**src/rtl/msrm_pkg.sv**
```systemverilog
package msrm_pkg;

    // register reset values
    localparam logic [31:0] SETTLE_RESET = 32'd1000;
    localparam logic [30:0] WINDOW_RESET = 31'd12000;

    localparam int QUEUE_DEPTH  = 2;
    localparam int SAMPLE_DEPTH = 3;

    // motion event codes
    localparam logic [1:0] EV_ACTIVITY   = 2'd1;
    localparam logic [1:0] EV_INACTIVITY = 2'd2;

    // window end codes
    localparam logic [1:0] END_NONE    = 2'd0;
    localparam logic [1:0] END_CANCEL  = 2'd1;
    localparam logic [1:0] END_TIMEOUT = 2'd2;
    localparam logic [1:0] END_DONE    = 2'd3;

    // configuration register indexes
    localparam int         CFG_IDX_W  = 2;
    localparam logic [1:0] REG_SETTLE = 2'd0;
    localparam logic [1:0] REG_WINDOW = 2'd1;

    // classified item handed from front to back
    typedef struct packed {
        logic [31:0]        now;
        logic               active;
        logic               eligible;
        logic               ev_act;
        logic               ev_inact;
        logic               obs_cand;
        logic [15:0]        msg_id;
        logic signed [7:0]  rssi;
        logic [31:0]        recv;
    } t_item;

    typedef struct packed {
        logic               settled;
        logic               opened;
        logic [1:0]         ended;
        logic               taken;
        logic [1:0]         held;
        logic signed [7:0]  median;
    } t_result;

endpackage

```
**src/rtl/motion_settle_rssi_median_core.sv**
```systemverilog
// Movement-settle detector with a peer RSSI median sampler. Each input beat is
// one pass of the host loop: a millisecond timestamp, the local-active and
// peer-offline flags, a motion event and optionally one RSSI observation.
// Every input beat yields exactly one output beat, in order. A movement machine
// (ready, moving, waiting) flags settled once inactivity has lasted
// settle_time_ms; settling opens a sampling window when the device is active
// and the peer online. The window is cancelled by activity or loss of
// eligibility, times out after window_time_ms, or completes when three peer
// observations with distinct message ids have arrived strictly inside it,
// reporting their median RSSI. All time arithmetic wraps modulo 2^32.
// Throughput is one beat per clock while the output is not stalled; an accepted
// beat passes a queue entry, then the output register. The front classifies
// each beat and pushes it into a two-entry queue; the back, unless stalled,
// applies the whole state update for one beat per clock and holds the result
// in an output register, so an output stall is absorbed by the queue before
// the input side stalls. Configuration writes are always ready and must only
// be issued while no beat is in flight.
module motion_settle_rssi_median_core
    import msrm_pkg::*;
#(
    parameter int QDEPTH = QUEUE_DEPTH   // front-to-back queue entries, >= 2
) (
    input  logic                 i_clk,
    input  logic                 i_rst_n,

    // configuration write channel
    input  logic                 i_cfg_valid,
    output logic                 o_cfg_ready,
    input  logic [CFG_IDX_W-1:0] i_cfg_index,
    input  logic [31:0]          i_cfg_data,

    // input channel
    input  logic                 i_in_valid,
    output logic                 o_in_stall,
    input  logic [31:0]          i_now_ms,
    input  logic                 i_local_active,
    input  logic                 i_peer_offline,
    input  logic [1:0]           i_motion_event,
    input  logic                 i_obs_valid,
    input  logic                 i_obs_from_peer,
    input  logic [15:0]          i_obs_message_id,
    input  logic signed [7:0]    i_obs_rssi,
    input  logic [31:0]          i_obs_received_ms,

    // output channel
    output logic                 o_out_valid,
    input  logic                 i_out_stall,
    output logic                 o_settled,
    output logic                 o_window_opened,
    output logic [1:0]           o_window_ended,
    output logic                 o_sample_taken,
    output logic [1:0]           o_samples_held,
    output logic signed [7:0]    o_median_rssi
);

    logic    w_push;
    logic    w_full;
    logic    w_pop;
    logic    w_nempty;
    t_item   w_front_item;
    t_item   w_back_item;
    t_result w_result;

    // registers are plain flops; writes never need to wait
    assign o_cfg_ready = 1'b1;

    // front: accept and classify one beat per clock, stall only on a full queue
    msrm_front u_front (
        .i_valid           (i_in_valid),
        .i_full            (w_full),
        .i_now_ms          (i_now_ms),
        .i_local_active    (i_local_active),
        .i_peer_offline    (i_peer_offline),
        .i_motion_event    (i_motion_event),
        .i_obs_valid       (i_obs_valid),
        .i_obs_from_peer   (i_obs_from_peer),
        .i_obs_message_id  (i_obs_message_id),
        .i_obs_rssi        (i_obs_rssi),
        .i_obs_received_ms (i_obs_received_ms),
        .o_stall           (o_in_stall),
        .o_push            (w_push),
        .o_item            (w_front_item)
    );

    // decouples front and back so each side can stall on its own
    msrm_queue #(
        .DEPTH (QDEPTH)
    ) u_queue (
        .i_clk    (i_clk),
        .i_rst_n  (i_rst_n),
        .i_push   (w_push),
        .i_item   (w_front_item),
        .o_full   (w_full),
        .i_pop    (w_pop),
        .o_nempty (w_nempty),
        .o_item   (w_back_item)
    );

    // back: state machine, sample store, median and output register
    msrm_back u_back (
        .i_clk       (i_clk),
        .i_rst_n     (i_rst_n),
        .i_cfg_we    (i_cfg_valid && o_cfg_ready),
        .i_cfg_index (i_cfg_index),
        .i_cfg_data  (i_cfg_data),
        .i_nempty    (w_nempty),
        .i_item      (w_back_item),
        .o_pop       (w_pop),
        .i_out_stall (i_out_stall),
        .o_out_valid (o_out_valid),
        .o_out       (w_result)
    );

    assign o_settled       = w_result.settled;
    assign o_window_opened = w_result.opened;
    assign o_window_ended  = w_result.ended;
    assign o_sample_taken  = w_result.taken;
    assign o_samples_held  = w_result.held;
    assign o_median_rssi   = w_result.median;

endmodule

```
**src/rtl/msrm_front.sv**
```systemverilog
module msrm_front
    import msrm_pkg::*;
(
    input  logic               i_valid,
    input  logic               i_full,
    input  logic [31:0]        i_now_ms,
    input  logic               i_local_active,
    input  logic               i_peer_offline,
    input  logic [1:0]         i_motion_event,
    input  logic               i_obs_valid,
    input  logic               i_obs_from_peer,
    input  logic [15:0]        i_obs_message_id,
    input  logic signed [7:0]  i_obs_rssi,
    input  logic [31:0]        i_obs_received_ms,
    output logic               o_stall,
    output logic               o_push,
    output t_item              o_item
);

    logic [31:0] w_obs_lag;

    // observation age relative to now; top bit set means captured in the future
    assign w_obs_lag = i_now_ms - i_obs_received_ms;

    assign o_stall = i_full;
    assign o_push  = i_valid && !i_full;

    always_comb begin
        o_item.now      = i_now_ms;
        o_item.active   = i_local_active;
        o_item.eligible = i_local_active && !i_peer_offline;
        o_item.ev_act   = (i_motion_event == EV_ACTIVITY);
        o_item.ev_inact = (i_motion_event == EV_INACTIVITY);
        o_item.obs_cand = i_obs_valid && i_obs_from_peer && !w_obs_lag[31];
        o_item.msg_id   = i_obs_message_id;
        o_item.rssi     = i_obs_rssi;
        o_item.recv     = i_obs_received_ms;
    end

endmodule

```
**src/rtl/msrm_queue.sv**
```systemverilog
module msrm_queue
    import msrm_pkg::*;
#(
    parameter int DEPTH = QUEUE_DEPTH
) (
    input  logic  i_clk,
    input  logic  i_rst_n,
    input  logic  i_push,
    input  t_item i_item,
    output logic  o_full,
    input  logic  i_pop,
    output logic  o_nempty,
    output t_item o_item
);

    localparam int PW = $clog2(DEPTH);
    localparam int CW = $clog2(DEPTH + 1);

    t_item           r_mem [DEPTH];
    logic [PW-1:0]   r_wr;
    logic [PW-1:0]   r_rd;
    logic [CW-1:0]   r_cnt;

    assign o_full   = (r_cnt == CW'(DEPTH));
    assign o_nempty = (r_cnt != '0);
    assign o_item   = r_mem[r_rd];

    function automatic logic [PW-1:0] ptr_inc(input logic [PW-1:0] p);
        ptr_inc = (p == PW'(DEPTH - 1)) ? '0 : p + PW'(1);
    endfunction

    always_ff @(posedge i_clk) begin
        if (!i_rst_n) begin
            r_wr  <= '0;
            r_rd  <= '0;
            r_cnt <= '0;
        end else begin
            if (i_push) begin
                r_wr <= ptr_inc(r_wr);
            end
            if (i_pop) begin
                r_rd <= ptr_inc(r_rd);
            end
            if (i_push && !i_pop) begin
                r_cnt <= r_cnt + CW'(1);
            end else if (i_pop && !i_push) begin
                r_cnt <= r_cnt - CW'(1);
            end
        end
    end

    always_ff @(posedge i_clk) begin
        if (i_push) begin
            r_mem[r_wr] <= i_item;
        end
    end

endmodule

```
**src/rtl/msrm_back.sv**
```systemverilog
module msrm_back
    import msrm_pkg::*;
(
    input  logic                 i_clk,
    input  logic                 i_rst_n,
    input  logic                 i_cfg_we,
    input  logic [CFG_IDX_W-1:0] i_cfg_index,
    input  logic [31:0]          i_cfg_data,
    input  logic                 i_nempty,
    input  t_item                i_item,
    output logic                 o_pop,
    input  logic                 i_out_stall,
    output logic                 o_out_valid,
    output t_result              o_out
);

    localparam logic [1:0] PH_READY   = 2'd0;
    localparam logic [1:0] PH_MOVING  = 2'd1;
    localparam logic [1:0] PH_WAITING = 2'd2;

    logic [31:0]        r_settle_time;
    logic [30:0]        r_window_time;

    logic [1:0]         r_phase, n_phase;
    logic [31:0]        r_settle_start, n_settle_start;
    logic               r_window_open, n_window_open;
    logic [31:0]        r_window_start, n_window_start;
    logic [1:0]         r_count, n_count;
    logic [15:0]        r_ids  [SAMPLE_DEPTH];
    logic signed [7:0]  r_lvls [SAMPLE_DEPTH];

    logic               r_out_valid;
    t_result            r_out, n_out;

    logic               w_store;
    logic [1:0]         w_slot;

    function automatic logic signed [7:0] med3(input logic signed [7:0] a,
                                               input logic signed [7:0] b,
                                               input logic signed [7:0] c);
        logic signed [7:0] lo, hi, m;
        lo = (a < b) ? a : b;
        hi = (a < b) ? b : a;
        m  = (hi < c) ? hi : c;
        med3 = (lo > m) ? lo : m;
    endfunction

    assign o_pop       = i_nempty && (!r_out_valid || !i_out_stall);
    assign o_out_valid = r_out_valid;
    assign o_out       = r_out;

    // one item's full state update: cancel, movement, open, timeout, sample
    always_comb begin
        logic        cancel, wo1, opened, wo2, timeout, wo3, dup, ok, done;
        logic [1:0]  p1;
        logic [31:0] s1, ws2, settle_age, win_age, obs_age;
        logic [1:0]  cnt3;

        n_out = '0;

        cancel = r_window_open && (!i_item.eligible || i_item.ev_act);
        wo1    = r_window_open && !cancel;
        n_out.ended = cancel ? END_CANCEL : END_NONE;

        p1 = r_phase;
        s1 = r_settle_start;
        if (i_item.ev_act) begin
            p1 = PH_MOVING;
            s1 = '0;
        end else if (i_item.ev_inact && r_phase == PH_MOVING) begin
            p1 = PH_WAITING;
            s1 = i_item.now;
        end
        settle_age = i_item.now - s1;
        n_out.settled = i_item.active && (p1 == PH_WAITING) &&
                        (settle_age >= r_settle_time);
        if (!i_item.active || n_out.settled) begin
            n_phase        = PH_READY;
            n_settle_start = '0;
        end else begin
            n_phase        = p1;
            n_settle_start = s1;
        end

        opened = n_out.settled && !wo1 && i_item.eligible;
        n_out.opened = opened;
        wo2 = wo1 || opened;
        ws2 = opened ? i_item.now : r_window_start;

        win_age = i_item.now - ws2;
        timeout = wo2 && (win_age >= {1'b0, r_window_time});
        wo3     = wo2 && !timeout;
        if (timeout) begin
            n_out.ended = END_TIMEOUT;
        end

        cnt3 = (cancel || opened || timeout) ? 2'd0 : r_count;

        dup = 1'b0;
        for (int i = 0; i < SAMPLE_DEPTH; i++) begin
            if (2'(i) < cnt3 && r_ids[i] == i_item.msg_id) begin
                dup = 1'b1;
            end
        end
        obs_age = i_item.recv - ws2;
        ok   = i_item.obs_cand && wo3 && (obs_age != '0) &&
               (obs_age < {1'b0, r_window_time}) && !dup;
        done = ok && (cnt3 == 2'(SAMPLE_DEPTH - 1));

        n_out.taken = ok;
        n_out.held  = ok ? cnt3 + 2'd1 : cnt3;
        if (done) begin
            n_out.ended  = END_DONE;
            n_out.median = med3(r_lvls[0], r_lvls[1], i_item.rssi);
        end

        n_window_open  = wo3 && !done;
        n_window_start = ws2;
        n_count        = (done || !wo3) ? 2'd0 : n_out.held;

        w_store = ok && !done;
        w_slot  = cnt3;
    end

    always_ff @(posedge i_clk) begin
        if (!i_rst_n) begin
            r_settle_time  <= SETTLE_RESET;
            r_window_time  <= WINDOW_RESET;
            r_phase        <= PH_READY;
            r_settle_start <= '0;
            r_window_open  <= 1'b0;
            r_count        <= '0;
            r_out_valid    <= 1'b0;
        end else begin
            if (i_cfg_we) begin
                case (i_cfg_index)
                    REG_SETTLE: r_settle_time <= i_cfg_data;
                    REG_WINDOW: r_window_time <= i_cfg_data[30:0];
                    default: ;
                endcase
            end
            if (o_pop) begin
                r_phase        <= n_phase;
                r_settle_start <= n_settle_start;
                r_window_open  <= n_window_open;
                r_count        <= n_count;
                r_out_valid    <= 1'b1;
            end else if (!i_out_stall) begin
                r_out_valid    <= 1'b0;
            end
        end
    end

    always_ff @(posedge i_clk) begin
        if (o_pop) begin
            r_window_start <= n_window_start;
            r_out          <= n_out;
            if (w_store) begin
                r_ids[w_slot]  <= i_item.msg_id;
                r_lvls[w_slot] <= i_item.rssi;
            end
        end
    end

`ifndef SYNTHESIS
    a_done_holds_three: assert property (@(posedge i_clk) disable iff (!i_rst_n)
        r_out_valid && r_out.ended == END_DONE |-> r_out.held == 2'd3 && r_out.taken)
        else $error("completed window without three samples");

    a_count_below_depth: assert property (@(posedge i_clk) disable iff (!i_rst_n)
        r_count != 2'd3)
        else $error("sample count reached depth without completing");

    a_closed_empty: assert property (@(posedge i_clk) disable iff (!i_rst_n)
        !r_window_open |-> r_count == 2'd0)
        else $error("samples held while window closed");

    a_start_only_waiting: assert property (@(posedge i_clk) disable iff (!i_rst_n)
        r_phase != PH_WAITING |-> r_settle_start == '0)
        else $error("settle start set outside waiting phase");
`endif

endmodule

```
**config.mk**
```make
export PLATFORM = sky130hd
export DESIGN_NAME = motion_settle_rssi_median_core
export DESIGN_NICKNAME = d
export VERILOG_FILES = /design/src/rtl/msrm_pkg.sv /design/src/rtl/motion_settle_rssi_median_core.sv /design/src/rtl/msrm_front.sv /design/src/rtl/msrm_queue.sv /design/src/rtl/msrm_back.sv
export SDC_FILE = /design/constraint.sdc
export NUM_CORES = 1
export LEC_CHECK = 0
export BUFFER_PORTS_ARGS = -buffer_cell sky130_fd_sc_hd__clkbuf_2
export CORE_ASPECT_RATIO = 0.8
export CORE_MARGIN = 2
export CORE_UTILIZATION = 60
export CTS_CLUSTER_SIZE = 28
export DETAILED_ROUTE_END_ITERATION = 12
export PLACE_DENSITY = 0.83
export SYNTH_ARGS = -nofsm -noshare
export SYNTH_HDL_FRONTEND = slang
export SYNTH_SLANG_ARGS = --single-unit
```
**constraint.sdc**
```tcl
create_clock -name i_clk -period 21.1 [get_ports i_clk]
set_input_delay 1.055 -clock i_clk [delete_from_list [all_inputs] [get_ports i_clk]]
set_output_delay 1.055 -clock i_clk [all_outputs]
set_load 0.05 [all_outputs]
```
Word level (Yosys, flattened, before mapping)
Memories as Yosys holds them, arrays and structs flattened. A register that Yosys moved wholly into a read port is not among the register bits.
Index checks and enable logic that the tools add are counted.

storage, ports and cells
  memories kept = 3
  logic and storage cells = 137
  output and inout port bits = 18
  bits in registers = 152
  memory bits (writable) = 258
  bits of input ports = 133

cells by class
  reductions and logical operators = 55
  mux-type cells = 32
  order comparisons = 9
  eq/ne operators = 11
  $add $sub $neg = 9

memories
  name           words  bits a word  read ports  clocked after Yosys merged registers in  write ports  line              RTL
  u_queue.r_mem  2      93           1           1                                        1            msrm_queue.sv:19  t_item r_mem [DEPTH];
  u_back.r_ids   3      16           3           0                                        1            msrm_back.sv:29   logic [15:0] r_ids [SAMPLE_DEPTH];
  u_back.r_lvls  3      8            2           0                                        1            msrm_back.sv:30   logic signed [7:0] r_lvls [SAMPLE_DEPTH];

operators with widths
  operator               number
  $mux W32               4
  $sub A32 B32 Y32       4
  $eq A16 B16 Y1         3
  $ge A32 B31 Y1         1
  $ge A32 B32 Y1         1
  $lt A32 B31 Y1         1
  $mux W8                4
  $reduce_bool A32 Y1    1
  $logic_and A1 B1 Y1    26
  $lt A8 B8 Y1           2
  $mux W1                16
  $mux W2                8
  $logic_not A1 Y1       15
  $eq A2 B2 Y1 const B   4
  $gt A8 B8 Y1           1
  $logic_or A1 B1 Y1     7
  $eq A2 B1 Y1 const B   3
  $add A2 B1 Y2 const B  2
  $lt A1 B2 Y1 const A   2
  $reduce_and A2 Y1      2
  $reduce_bool A2 Y1     2
  $add A1 B1 Y1 const B  2
  $logic_not A2 Y1       1
  $lt A2 B2 Y1 const A   1
  3 further kinds        3

Longest topological paths before layout
  word-level depth = 28
  mapped depth = 65
  gate-level depth less buffers = 61

Hierarchy
Synthesis repeated with hierarchy kept, for this count alone.

unflattened totals
  cells, all modules = 2453
  area, all modules = 25813.5 µm²

modules (own cells, without submodules)
  module                          area each (µm²)  seq. area each (µm²)  instances  cells each
  msrm_back                       17092.6          5355.1                1          1934
  msrm_queue                      7213.2           5685.5                1          311
  msrm_front                      1496.4           0.0                   1          206
  motion_settle_rssi_median_core  11.3             0.0                   1          2

Least setup slack after synthesis
OpenSTA, ideal clock, no wires.

  kind = register to register
  start = register with a tool-made name
  end = memory u_back.r_ids[0][0] (enable)
  period minus slack after synthesis = 12.609 ns
  arrival = 12.226 ns
  stages on the path, launching flop included = 65
  path buffers = 5
  path slack = 8.491 ns
  cell sequence = dfxtp_1 clkbuf_1 buf_2 clkbuf_1 clkbuf_1 mux2i_1 nand2_1 o21ai_0 nor2_1 inv_1 ha_1 nor2b_1 o21ai_0 a21boi_0 o211ai_1 a2111oi_0 o211ai_1 a21oi_1 [29 not listed] ha_1 a211o_1 a31oi_1 nor3_1 o41ai_1 a211oi_1 o22a_1 o31ai_1 and2_1 inv_1 ha_1 nor3_1 a31oi_1 nand3_1 nor2b_1 mux2i_4 nor4b_4 and3_1

RTL lines
  what              line
  end: declaration  msrm_back.sv:29

==> impl_metrics.json <==
{
  "gp_congestion": 0.985,
  "power_frac_comb_pct": 58.3,
  "reg2regPathDepth": 56,
  "hp-class": "reg -> reg",
  "max_clock_freq_ghz": 0.0649,
  "cp_data_arrival_time_ns": 15.58,
  "wl_met3_mm": 7.07,
  "synth.distinct_cells": 90,
  "rsz0062_at_grt": "no",
  "maxCapViolCount": 0,
  "final_nets": 2927,
  "power_w": 0.00431,
  "std_cell_rows": 65,
  "endpoint_kind": "flop",
  "wl_met2_mm": 26.4,
  "start_util_pct": 61.2,
  "postSynth.asyncResetShare_pct": 0,
  "holdPathStages": 2,
  "setup_ws_ns": 5.69,
  "drcViolationCount": 0,
  "crit_path_frequent_cell": "a21oi_1",
  "cts_tree": "yes",
  "place_ws_ns": 5.99,
  "synthCells": 2400,
  "wl_met1_mm": 30.7,
  "finalMaxSlewViolations": 0,
  "fin_skew_ns": 0.0159,
  "nFillCells": 2985,
  "coreArea_mm2": 0.0396,
  "maxSlewHeadroom_pct": 16.1,
  "die_h_um": 184,
  "detailedRoute.firstPassIterationCount": 6,
  "fin_crit_sh_pct": 73.0,
  "drive_gt1_share_pct": 11.7,
  "setup_viol": 0,
  "p_int_w": 0.00235,
  "boundaryPins": 151,
  "placed_area_mm2": 0.0256,
  "clkTransAtPathRegs_ns": 0.06,
  "hold_viol": 0,
  "worstSetupStartpointType": "flop",
  "syn-cell-area_mm2": 0.0242,
  "insertion_delay_ns": 0.57,
  "ys_seq_area_share_pct": 45.6,
  "syn_avg_cell_area_um2": 10.1,
  "postCtsSetupRepairBufs": 0,
  "dp_hpwl_mm": 49.4,
  "cts.path.max_buffers": 3,
  "grt_usage_pct": 30.5,
  "drtIter0Drc": 2358,
  "status": "completed",
  "globalRouteOverflowTotal": 0,
  "port_buffers": 149,
  "worstSetupPathType": "reg -> reg",
  "antenna_found_initial": 1,
  "worst_pin_slew_ns": 1.26,
  "path_max_fanout": 68,
  "root_buffer": "clkbuf_16",
  "hold_ws_ns": 0.458,
  "setup_tns_ns": 0,
  "fin_area_mm2": 0.0269,
  "grt_pass1_wl_mm": 99.6,
  "wl_mm": 65.3,
  "cts.sinks": 403,
  "synth_edf_count": 297,
  "grt_max_degree": 69,
  "slowest_stage": "and3_1",
  "fin_crit_ns": 15.41,
  "cts_htree_levels": 2,
  "swShare_pct": 45.4,
  "ys_seq_elements": 403,
  "via_count": 19100,
  "postRouteAntennaNets": 0,
  "area_growth_pct": 11.0,
  "vias_per_cell": 6.12,
  "slowest_delay_ns": 1.07,
  "power_switching_w": 0.00195,
  "grt_pass1_vias": 17600,
  "holdBufCountCts": 0,
  "pwr_density_cell_mw_per_mm2": 160,
  "synthFlopType": "edfxtp_1",
  "seqPwrFrac_pct": 24.6,
  "die_area_mm2": 0.0420,
  "power.leakage_nw": 10.9,
  "peakVddDrop_mv": 0.0843,
  "cp.required_ns": 21.27,
  "die_w_um": 229,
  "top_layer_used": "met4",
  "clockPowerShare_pct": 17.1,
  "ys_warn_count": 0,
  "n_antenna_cell": 0,
  "ctsResizeCount": 0,
  "wl_per_cell_um": 20.9,
  "cts_buffers": 41
}
## stage by stage
step	utilization, %	instances
after floorplan	-	2415
after global placement	64.5	3041
after detailed placement	64.5	3041
after CTS	67.9	3116
after global routing	67.9	3116
final	67.9	3116
## sequential cells by signal (all words and copies together), names as in the netlist, 2 cells and up, named ones only
register and flops:
u_queue.r_mem 186, u_back.r_ids 48, u_back.r_settle_start 32, u_back.r_settle_time 32, u_back.r_window_start 32, u_back.r_window_time 31
u_back.r_lvls 16, u_back.o_out 15, u_back.r_count 2, u_back.r_phase 2, u_queue.r_cnt 2
## final timing paths
path                                               start                  endpoint  slack [ns]
worst max register to register                      flop       u_back.r_lvls[0][1]        5.69
worst max-delay path                                flop       u_back.r_lvls[0][1]        5.69
worst min register to register  u_back.r_window_time[18]  u_back.r_window_time[18]        0.46
worst min-delay path            u_back.r_window_time[18]  u_back.r_window_time[18]        0.46
## cell type report
cell class              instances  area (um^2)  share of cell area [%]
clock inverters                27          256                   0.953
clock buffers                  48         1080                    4.03
inverters                     252          946                    3.52
flip-flops and latches        403        11000                    41.1
repair buffers                160          828                    3.08
multi-input cells            1690        12100                    44.9
well taps                     536          671                    2.49
## kinds of logic (layout without fill, tap and decap cells)
kind of cell	count (synthesis)	in the layout	share of synthesized area (%)
compound gates	565	565	14.9
mux	117	117	5.13
flops	403	403	45.6
xor+xnor	131	131	4.73
fa+ha+maj	246	246	12.8
other cells	2	17	0.0310
buf+inv	322	487	5.04
simple gates	614	614	11.8
## critical path: cells and delay by family (launching register included)
kind | cells | cell delay, ns
AO/OA/AOI/OAI | 26 | 6.30
XOR/XNOR | 2 | 0.28
adder cells (fa/ha/maj) | 7 | 2.13
buffers and inverters | 3 | 1.18
flip-flops | 1 | 0.85
multiplexers | 2 | 0.30
AND/OR/NAND/NOR | 16 | 3.90
## cell usage after synthesis, types with 59 or more instances
library cell,count,share of area (%)
xnor2_1,72,2.6
dfxtp_1,106,8.8
inv_1,251,3.9
clkbuf_1,59,0.91
mux2i_1,69,2.8
nor2_1,184,2.8
a21oi_1,178,3.7
ha_1,243,13
o21ai_0,108,2.2
nand2_1,214,3.3
a21o_1,64,2.0
edfxtp_1,297,37
xor2_1,59,2.1
## cells in the final DEF, fill, tap and decap left out, types with 9 or more instances in the layout
cell type | synthesis | final
o22ai_1 | 9 | 9
buf_4 | 1 | 11
nand2_1 | 214 | 214
and3_1 | 18 | 17
mux2_2 | 47 | 47
o21bai_1 | 10 | 10
a31oi_1 | 15 | 15
a22oi_1 | 33 | 33
or3_1 | 9 | 9
a21oi_1 | 178 | 178
inv_1 | 251 | 250
dfxtp_1 | 106 | 105
nand4_1 | 30 | 30
nand3_1 | 25 | 25
ha_1 | 243 | 243
mux2i_1 | 69 | 69
a211oi_1 | 20 | 20
nor4_1 | 12 | 12
a21o_1 | 64 | 64
edfxtp_1 | 297 | 297
o21ai_0 | 108 | 108
nand2b_1 | 21 | 21
clkinv_1 | 0 | 12
nor2_1 | 184 | 182
o211ai_1 | 30 | 30
o21a_1 | 23 | 23
nor2b_1 | 23 | 23
xor2_1 | 59 | 59
nor3_1 | 32 | 31
xnor2_1 | 72 | 72
and2_1 | 9 | 9
conb_1 | 2 | 17
clkbuf_16 | 0 | 42
clkbuf_2 | 0 | 149
## power by group through the flow
stage / registers, W / logic, W / clock network, W
CTS: 0.00106 / 0.00243 / 0.000744
floorplan: 0.00109 / 0.00171 / 0
global placement: 0.00107 / 0.00233 / 0
finish: 0.00106 / 0.00251 / 0.000735
global route: 0.00107 / 0.00272 / 0.000773
detailed placement: 0.00108 / 0.00241 / 0
## routing by layer
layer  track usage (%)  up-vias
met2              42.9      974
li1                  -     8907
met1              48.2     9101
met5                 0        -
met4              6.41        0
met3              6.23       87
Power figures use the tool's default switching activity.
